**config.mk**
```make
export PLATFORM = sky130hd
export DESIGN_NAME = software_timer_pool
export DESIGN_NICKNAME = d
export VERILOG_FILES = /design/src/sv/stp_pkg.sv /design/src/sv/stp_cell.sv /design/src/sv/software_timer_pool.sv
export VERILOG_INCLUDE_DIRS = /design/src /design/src/sv
export SDC_FILE = /design/constraint.sdc
export NUM_CORES = 1
export LEC_CHECK = 0
export ABC_AREA = 1
export BUFFER_PORTS_ARGS = -buffer_cell sky130_fd_sc_hd__buf_4
export CORE_MARGIN = 1
export CORE_UTILIZATION = 25
export CTS_CLUSTER_DIAMETER = 80
export CTS_CLUSTER_SIZE = 20
export DETAILED_ROUTE_END_ITERATION = 8
export PLACE_DENSITY = 0.4
export SLEW_MARGIN = 25
export SYNTH_ARGS = -nofsm -noshare
export SYNTH_HDL_FRONTEND = slang
export SYNTH_SLANG_ARGS = --single-unit
```
**constraint.sdc**
```tcl
create_clock -name clk -period 16.7 [get_ports clk]
set_clock_uncertainty 0.15 [all_clocks]
set_input_delay 3.34 -clock clk [delete_from_list [all_inputs] [get_ports clk]]
set_output_delay 3.34 -clock clk [all_outputs]
set_load 0.005 [all_outputs]
```
**src/sv/software_timer_pool_defines.svh**
```systemverilog
// ---------------------------------------------------------------------------
// software_timer_pool_defines.svh
// Assertion macros shared by the timer pool RTL.
// ---------------------------------------------------------------------------
`ifndef SOFTWARE_TIMER_POOL_DEFINES_SVH
`define SOFTWARE_TIMER_POOL_DEFINES_SVH

// Same-cycle implication, checked on every clock edge outside reset.
`define STP_ASSERT_NOW(label, ante, cons, msg) \
  label: assert property (@(posedge clk) disable iff (rst) (ante) |-> (cons)) \
    else $error(msg);

// Next-cycle implication, checked on every clock edge outside reset.
`define STP_ASSERT_NEXT(label, ante, cons, msg) \
  label: assert property (@(posedge clk) disable iff (rst) (ante) |=> (cons)) \
    else $error(msg);

`endif

```
**src/sv/stp_pkg.sv**
```systemverilog
// ---------------------------------------------------------------------------
// stp_pkg
// Shared constants, codes and helpers for the software timer pool.
// ---------------------------------------------------------------------------
`timescale 1ns / 1ps
`default_nettype none

package stp_pkg;

  localparam int SLOT_COUNT     = 8;
  localparam int RESERVED_SLOTS = 2;

  localparam int VAL_W   = 16;
  localparam int CMD_W   = 3;
  localparam int IDX_W   = 6;
  localparam int GRANT_W = 7;
  localparam int TOT_W   = 32;
  localparam int CFG_W   = 16;
  localparam int CFG_IDX_W = 1;
  localparam int CNT_W   = $clog2(SLOT_COUNT);

  localparam logic [VAL_W-1:0] FREE_MARK = 16'hFFFF;
  localparam logic [VAL_W-1:0] TPS_RESET = 16'd1000;

  typedef enum logic [CMD_W-1:0] {
    CMD_TICK  = 3'd0,
    CMD_START = 3'd1,
    CMD_STOP  = 3'd2,
    CMD_READ  = 3'd3,
    CMD_LOAD  = 3'd4
  } cmd_t;

  typedef enum logic [CFG_IDX_W-1:0] {
    REG_TPS     = 1'b0,
    REG_RUNNING = 1'b1
  } cfg_reg_t;

  typedef enum logic [1:0] {
    ST_IDLE,
    ST_SWEEP,
    ST_HOLD
  } state_t;

  // The all-ones value marks a free slot, so a delay of all ones is
  // stored one below it.
  function automatic logic [VAL_W-1:0] clamp_delay(input logic [VAL_W-1:0] d);
    logic [VAL_W-1:0] r;
    r = (d == FREE_MARK) ? FREE_MARK - 16'd1 : d;
    return r;
  endfunction

endpackage

`default_nettype wire

```
**src/sv/stp_cell.sv**
```systemverilog
// ---------------------------------------------------------------------------
// stp_cell
// One countdown slot of the ring; takes its neighbor's value on a shift.
// ---------------------------------------------------------------------------
`timescale 1ns / 1ps
`default_nettype none

module stp_cell (
  input  logic                      clk,
  input  logic                      rst,
  input  logic                      shift,
  input  logic [stp_pkg::VAL_W-1:0] d,
  output logic [stp_pkg::VAL_W-1:0] q
);
  import stp_pkg::*;

  logic [VAL_W-1:0] slot;

  always_ff @(posedge clk) begin
    if (rst) begin
      slot <= FREE_MARK;
    end else if (shift) begin
      slot <= d;
    end
  end

  assign q = slot;

endmodule

`default_nettype wire

```
**src/sv/software_timer_pool.sv**
```systemverilog
// ---------------------------------------------------------------------------
// software_timer_pool
// Pool of 16-bit countdown slots with slot allocation and tick/second totals.
// ---------------------------------------------------------------------------
// Each item is accepted and then makes one full revolution of the slot
// ring before its result is loaded into the output register. During that
// revolution every slot passes once through the single update
// unit at the ring's head. That revolution sets the rate. The result sits
// in an output register, so the next item is accepted as soon as the ring
// is back in place, even while the previous result still waits; only if a
// result is still waiting at the end of the following revolution does the
// block hold. Tick and second totals are updated at acceptance, and the
// result reports the totals after its item. Configuration writes take
// effect at once; a new ticks_per_second is used at the next second reload.
// ---------------------------------------------------------------------------
`timescale 1ns / 1ps
`default_nettype none
`include "software_timer_pool_defines.svh"

module software_timer_pool (
  input  logic                          clk,
  input  logic                          rst,
  // Configuration write port.
  input  logic                          cfg_we,
  input  logic [stp_pkg::CFG_IDX_W-1:0] cfg_index,
  input  logic [stp_pkg::CFG_W-1:0]     cfg_data,
  // Input items.
  input  logic                          in_valid,
  output logic                          in_ready,
  input  logic [stp_pkg::CMD_W-1:0]     cmd,
  input  logic [stp_pkg::IDX_W-1:0]     slot_index,
  input  logic [stp_pkg::VAL_W-1:0]     delay_value,
  // Result items.
  output logic                          out_valid,
  input  logic                          out_ready,
  output logic [stp_pkg::GRANT_W-1:0]   granted_slot,
  output logic [stp_pkg::VAL_W-1:0]     slot_value,
  output logic [stp_pkg::TOT_W-1:0]     seconds_total,
  output logic [stp_pkg::TOT_W-1:0]     ticks_total
);
  import stp_pkg::*;

  localparam logic [GRANT_W-1:0] RSV_EXT   = GRANT_W'(RESERVED_SLOTS);
  localparam logic [GRANT_W-1:0] SLOT_EXT  = GRANT_W'(SLOT_COUNT);
  localparam logic [CNT_W-1:0]   LAST_STEP = CNT_W'(SLOT_COUNT - 1);

  // Configuration registers.
  logic [VAL_W-1:0] ticks_per_second;
  logic             running;

  // Timebase state.
  logic [VAL_W-1:0] second_countdown;
  logic [TOT_W-1:0] second_count;
  logic [TOT_W-1:0] tick_count;

  // Control.
  state_t           state, state_next;
  logic             shift;
  logic             load_out;
  logic             accept;
  logic             out_take;
  logic [CNT_W-1:0] step;

  // The item under work.
  cmd_t             w_cmd;
  logic [IDX_W-1:0] w_idx;
  logic [VAL_W-1:0] w_delay;
  logic             w_live;
  logic [GRANT_W-1:0] w_grant, w_grant_next;
  logic             w_found, w_found_next;
  logic [VAL_W-1:0] w_value, w_value_next;

  // Slot ring.
  logic [VAL_W-1:0] ring_q [SLOT_COUNT];
  logic [VAL_W-1:0] head, head_next;
  logic [GRANT_W-1:0] head_pos;
  logic [GRANT_W-1:0] idx_ext;
  logic             idx_hit;

  logic [VAL_W-1:0] sec_dec;

  // -------------------------------------------------------------------------
  // Configuration port.
  // -------------------------------------------------------------------------
  always_ff @(posedge clk) begin
    if (rst) begin
      ticks_per_second <= TPS_RESET;
      running          <= 1'b1;
    end else if (cfg_we) begin
      unique case (cfg_reg_t'(cfg_index))
        REG_TPS:     ticks_per_second <= cfg_data;
        REG_RUNNING: running          <= cfg_data[0];
        default:     running          <= running;
      endcase
    end
  end

  // -------------------------------------------------------------------------
  // Sequencer: accept, one ring revolution, then hand over to the output
  // register (or hold while a previous result is still waiting). No item is
  // taken while reset is applied.
  // -------------------------------------------------------------------------
  assign out_take = !out_valid || out_ready;
  assign accept   = in_valid && in_ready;

  always_ff @(posedge clk) begin
    if (rst) begin
      state <= ST_IDLE;
    end else begin
      state <= state_next;
    end
  end

  always_comb begin
    state_next = state;
    in_ready   = 1'b0;
    shift      = 1'b0;
    load_out   = 1'b0;
    unique case (state)
      ST_IDLE: begin
        in_ready = !rst;
        if (in_valid) begin
          state_next = ST_SWEEP;
        end
      end
      ST_SWEEP: begin
        shift = 1'b1;
        if (step == LAST_STEP) begin
          if (out_take) begin
            load_out   = 1'b1;
            state_next = ST_IDLE;
          end else begin
            state_next = ST_HOLD;
          end
        end
      end
      ST_HOLD: begin
        if (out_take) begin
          load_out   = 1'b1;
          state_next = ST_IDLE;
        end
      end
      default: state_next = ST_IDLE;
    endcase
  end

  // -------------------------------------------------------------------------
  // Slot ring. Each shift moves every slot one cell toward the head; the
  // head slot goes through the update unit and re-enters at the tail. After
  // SLOT_COUNT shifts every slot is back in its home cell.
  // -------------------------------------------------------------------------
  for (genvar k = 0; k < SLOT_COUNT; k++) begin : g_ring
    logic [VAL_W-1:0] cell_d;
    if (k == SLOT_COUNT - 1) begin : g_tail
      assign cell_d = head_next;
    end else begin : g_mid
      assign cell_d = ring_q[k+1];
    end
    stp_cell u_cell (
      .clk   (clk),
      .rst   (rst),
      .shift (shift),
      .d     (cell_d),
      .q     (ring_q[k])
    );
  end

  assign head     = ring_q[0];
  assign head_pos = GRANT_W'(step);
  assign idx_ext  = {1'b0, w_idx};
  assign idx_hit  = (idx_ext == head_pos);

  // Update unit at the head of the ring.
  always_comb begin
    head_next    = head;
    w_grant_next = w_grant;
    w_found_next = w_found;
    w_value_next = w_value;
    case (w_cmd)
      CMD_TICK: begin
        if (w_live && head != '0 && head != FREE_MARK) begin
          head_next = head - 16'd1;
        end
      end
      CMD_START: begin
        // Slots pass the head in index order, so the first free one seen
        // is the lowest free slot above the reserved range.
        if (!w_found && head_pos >= RSV_EXT && head == FREE_MARK) begin
          head_next    = clamp_delay(w_delay);
          w_grant_next = head_pos;
          w_found_next = 1'b1;
        end
      end
      CMD_STOP: begin
        if (idx_hit && idx_ext >= RSV_EXT) begin
          head_next = FREE_MARK;
        end
      end
      CMD_READ: begin
        if (idx_hit) begin
          w_value_next = head;
        end
      end
      CMD_LOAD: begin
        if (idx_hit && idx_ext < RSV_EXT) begin
          head_next = clamp_delay(w_delay);
        end
      end
      default: begin
        head_next = head;
      end
    endcase
  end

  always_ff @(posedge clk) begin
    if (accept) begin
      w_cmd   <= cmd_t'(cmd);
      w_idx   <= slot_index;
      w_delay <= delay_value;
      w_live  <= running;
      w_grant <= SLOT_EXT;
      w_found <= 1'b0;
      w_value <= '0;
      step    <= '0;
    end else if (shift) begin
      w_grant <= w_grant_next;
      w_found <= w_found_next;
      w_value <= w_value_next;
      step    <= step + CNT_W'(1);
    end
  end

  // -------------------------------------------------------------------------
  // Timebase totals, advanced when a tick is accepted while running.
  // -------------------------------------------------------------------------
  assign sec_dec = second_countdown - 16'd1;

  always_ff @(posedge clk) begin
    if (rst) begin
      second_countdown <= TPS_RESET;
      second_count     <= '0;
      tick_count       <= '0;
    end else if (accept && cmd == CMD_TICK && running) begin
      tick_count <= tick_count + 32'd1;
      if (sec_dec == '0) begin
        second_count     <= second_count + 32'd1;
        second_countdown <= (ticks_per_second == '0) ? 16'd1 : ticks_per_second;
      end else begin
        second_countdown <= sec_dec;
      end
    end
  end

  // -------------------------------------------------------------------------
  // Output register.
  // -------------------------------------------------------------------------
  always_ff @(posedge clk) begin
    if (rst) begin
      out_valid <= 1'b0;
    end else if (load_out) begin
      out_valid <= 1'b1;
    end else if (out_ready) begin
      out_valid <= 1'b0;
    end
  end

  always_ff @(posedge clk) begin
    if (load_out) begin
      granted_slot  <= (state == ST_SWEEP) ? w_grant_next : w_grant;
      slot_value    <= (state == ST_SWEEP) ? w_value_next : w_value;
      seconds_total <= second_count;
      ticks_total   <= tick_count;
    end
  end

  // -------------------------------------------------------------------------
  // Assertions.
  // -------------------------------------------------------------------------
  `STP_ASSERT_NEXT(a_accept_sweeps, accept, state == ST_SWEEP,
    "accepted item did not start a ring revolution")
  `STP_ASSERT_NEXT(a_sweep_ends, (state == ST_SWEEP) && (step == LAST_STEP),
    state != ST_SWEEP, "ring revolution ran past the last slot")
  `STP_ASSERT_NOW(a_grant_range, out_valid,
    (granted_slot == SLOT_EXT) || ((granted_slot >= RSV_EXT) && (granted_slot < SLOT_EXT)),
    "granted slot outside the allocatable range")
  `STP_ASSERT_NEXT(a_tick_step, accept && (cmd == CMD_TICK) && running,
    tick_count == $past(tick_count) + 32'd1, "tick total did not advance by one")

endmodule

`default_nettype wire

```
==> flow_summary.rst <==
.. list-table::
   :header-rows: 1

   * - Metric
     - Value
   * - Cell repeated most along the worst path
     - sky130_fd_sc_hd__buf_4
   * - Overall global routing resource usage
     - 13.1%
   * - Post-cts repair resize count
     - 0
   * - Vias
     - 12900
   * - Routed Antenna Nets
     - 0
   * - Inserted Clock Buffers
     - 27
   * - Vias per Instance
     - 4.43
   * - Count of buffers from port buffering
     - 135
   * - Std-Cell Core Area
     - 63400 µm²
   * - Net total in the final layout
     - 2115
   * - Detailed Route WL
     - 43600 µm
   * - Area contributors post-synth
     - sky130_fd_sc_hd__dfxtp_1 32%, sky130_fd_sc_hd__edfxtp_1 21%, sky130_fd_sc_hd__nand2_1 12%
   * - Most instantiated flip-flop cell in the synthesis netlist
     - sky130_fd_sc_hd__dfxtp_1
   * - Post-synthesis net count
     - 2035
   * - Fraction of post-synthesis cell area in the top cell type by area
     - 31.7%
   * - Max-slew violation count
     - 0
   * - Kind of launch point of the worst setup path
     - input pin
   * - Final clock period utilization by the worst path
     - 43.9%
   * - Maximum clock insertion buffer count
     - 3
   * - Count of max-cap constraint violations
     - 0
   * - Area of the die
     - 65500 µm²
   * - Placement Rows
     - 92
   * - Hold/Removal Path Class
     - flop to flop
   * - Warnings from Yosys
     - 0
   * - GRT overflow
     - 0
   * - Post-synthesis register bit count
     - 368
   * - Arrival time at the worst endpoint
     - 3.85 ns
   * - Post-CTS setup buffer count
     - 0
   * - Largest net degree at the start of global routing
     - 90
   * - Final routed DRC violation total
     - 0
   * - Reported leakage power
     - 7.52 nW
   * - Largest area contributor in the netlist
     - sky130_fd_sc_hd__dfxtp_1
   * - Setup TNS
     - 0 ns
   * - Setup WS post-layout
     - 9.36 ns
   * - DRC violation total after the first TritonRoute iteration
     - 696
   * - Fmax
     - 136 MHz
   * - Clk pin slew, worst setup/hold paths
     - 0.08 ns
   * - Cells along the critical path
     - buf_4, nor2_2, buf_4
   * - Count of hold buffers inserted by post-cts repair
     - 0
   * - Number of sinks driven by the clock tree
     - 368
   * - Cell with the largest stage delay on the worst path
     - sky130_fd_sc_hd__buf_4
   * - Worst-case headroom to the max-slew limit
     - 35.7%
   * - Initial DRT Pass Iterations
     - 5
   * - Detailed placement HPWL
     - 30300 µm
   * - Worst-margin pin slew
     - 0.964 ns
   * - Worst VDD drop
     - 0.0672 mV
   * - Routability congestion estimate
     - 0.852
   * - Sequential area share after synthesis
     - 52.7%
   * - Number of global-route vias before repair
     - 12600
   * - Number of antenna violations at the first check in global routing
     - 0
   * - Die W
     - 256 µm
   * - Total number of H-tree levels
     - 1
   * - Number of distinct library cell variants in the gate-level netlist after synthesis
     - 44
   * - CTS tree
     - yes
   * - Power density normalized to cell area
     - 131 nW/µm²
   * - Minimum period implied by the final worst setup slack
     - 7.34 ns
   * - Final hold vios
     - 0
   * - Synth-to-Final Area Change
     - 16.2%
   * - Post-synthesis instance area
     - 16100 µm²
   * - Crit path max fanout
     - 23
   * - Final count of negative-setup-slack endpoints
     - 0
   * - Type of the worst setup path
     - input pin to output port
   * - Required time reported for the critical path endpoint
     - 13.21 ns
   * - Global-route wire length before repair
     - 70300 µm
   * - Clock root buffer
     - sky130_fd_sc_hd__clkbuf_16
   * - Unrepaired setup endpoints after global routing
     - no
   * - Ratio of cells with drive above 1 in the final layout
     - 12.2%
   * - Endpoint kind of the worst setup timing path
     - output port
   * - Wire length per cell after detailed routing
     - 14.9 µm
   * - Status
     - complete, no violations
   * - I/O pin count
     - 136
   * - Mean area per synthesized cell
     - 8.16 µm²
   * - Initial core utilization
     - 25.4%
   * - Critical path's largest stage delay
     - 0.28 ns
   * - Worst slack at placement
     - 9.20 ns
   * - Proportion of register bits with asynchronous set or reset after synthesis
     - 0%
   * - Die height
     - 256 µm
   * - Post-synth EDFFs
     - 113
   * - Cell count after synthesis
     - 1975
   * - Latest clock arrival within the worst-skew pair
     - 0.58 ns
   * - Number of inserted diodes
     - 0
   * - Worst hold-check slack
     - 0.296 ns
[critical path, delay by kind of cell]
| kind | cells | cell delay [ns] |
|---|---|---|
| buffers and inverters | 2 | 0.42 |
| and+or+nand+nor | 1 | 0.09 |
[kinds of logic (layout without fill, tap and decap cells)]
family | Yosys count | in the layout | synth area share (%)
simple gates | 1050 | 1050 | 28.8
fa+ha+maj | 13 | 13 | 1.01
xor+xnor | 50 | 50 | 2.72
flops | 368 | 368 | 52.7
buf+inv | 241 | 341 | 6.31
compound gates | 253 | 253 | 8.38
[sequential cells by signal, summed over array words and instances, names as in the netlist, 3 cells and up]
signal,cells
g_ring.u_cell.q,128
granted_slot,7
second_count,32
second_countdown,16
seconds_total,32
slot_value,16
step,3
tick_count,32
ticks_per_second,16
ticks_total,32
w_cmd,3
w_delay,16
w_grant,7
w_idx,6
w_value,16
[cell usage in the layout, fill, tap and decap left out, types with 33 or more instances in the layout]
cell | synthesis | final
sky130_fd_sc_hd__nand2_1 | 534 | 534
sky130_fd_sc_hd__dfxtp_1 | 255 | 255
sky130_fd_sc_hd__inv_1 | 134 | 133
sky130_fd_sc_hd__nor2_1 | 161 | 160
sky130_fd_sc_hd__nand3_1 | 194 | 194
sky130_fd_sc_hd__xor2_1 | 33 | 33
sky130_fd_sc_hd__nand4_1 | 55 | 55
sky130_fd_sc_hd__edfxtp_1 | 113 | 113
sky130_fd_sc_hd__o21ai_0 | 79 | 79
sky130_fd_sc_hd__nor3_1 | 37 | 37
sky130_fd_sc_hd__a21oi_1 | 132 | 132
sky130_fd_sc_hd__buf_4 | 9 | 144
[layout make-up]
class,instances,area [µm²]
fill,6788,44700
sequential,368,8500
multi-input combinational,1366,6620
timing repair buffer,145,1110
tap,846,1060
clock buffer,36,772
inverter,147,558
clock inverter,13,114
[where the power goes]
| group | switching (mW) | internal (mW) | total (mW) |
|---|---|---|---|
| Clock | 0.341 | 0.335 | 0.676 |
| Sequential | 0.111 | 1.09 | 1.21 |
| Combinational | 0.380 | 0.198 | 0.578 |
[path summary, 6_finish.rpt]
path	startpoint	to	slack, ns	cells after the start
hold / removal	w_grant[3]$_SDFFE_PP1P_	w_grant[3]$_SDFFE_PP1P_	0.30	2
setup / recovery	rst	in_ready	9.36	3
hold reg to reg	w_grant[3]$_SDFFE_PP1P_	w_grant[3]$_SDFFE_PP1P_	0.30	2
setup reg to reg	state[0]$_SDFFE_PP0P_	second_count[18]$_SDFFE_PP0P_	12.17	11
[cells in the mapped netlist (9+ instances only)]
cell                       number
sky130_fd_sc_hd__xor2_1        33
sky130_fd_sc_hd__buf_4          9
sky130_fd_sc_hd__or2_2         17
sky130_fd_sc_hd__nand4_1       55
sky130_fd_sc_hd__nor4_1         9
sky130_fd_sc_hd__xnor2_1       17
sky130_fd_sc_hd__buf_2          9
sky130_fd_sc_hd__o211ai_1       9
sky130_fd_sc_hd__clkbuf_1      63
sky130_fd_sc_hd__nand3_1      194
sky130_fd_sc_hd__inv_1        134
sky130_fd_sc_hd__ha_1          13
sky130_fd_sc_hd__nand2_1      534
sky130_fd_sc_hd__a211oi_1      19
sky130_fd_sc_hd__o21ai_0       79
sky130_fd_sc_hd__edfxtp_1     113
sky130_fd_sc_hd__nor2_1       161
sky130_fd_sc_hd__dfxtp_1      255
sky130_fd_sc_hd__a21oi_1      132
sky130_fd_sc_hd__nor3_1        37
sky130_fd_sc_hd__nor2_2        14
[metal layers]
metal / GRT usage, % / up-vias / part of all wire, %
met1: 18.2 / 5995 / 50
li1: - / 6715 / -
met5: 0 / - / 0
met3: 1.85 / 35 / 3.3
met4: 2.84 / 0 / 1.6
met2: 21.4 / 182 / 46
[per-stage QoR]
| step | power (mW) | utilization [%] | instance area [µm²] | instances |
|---|---|---|---|---|
| 4_1_cts | 2.51 | 29.5 | 18700 | 2920 |
| 5_1_grt | 2.64 | 29.5 | 18700 | 2921 |
| 6_report | 2.46 | 29.5 | 18700 | 2921 |
| 2_1_floorplan | 1.61 | - | 16100 | 1975 |
| 3_3_place_gp | 1.81 | 28.1 | 17800 | 2871 |
| 3_5_place_dp | 1.81 | 28.1 | 17800 | 2871 |
Note: power is estimated with default switching activity, not from simulation.
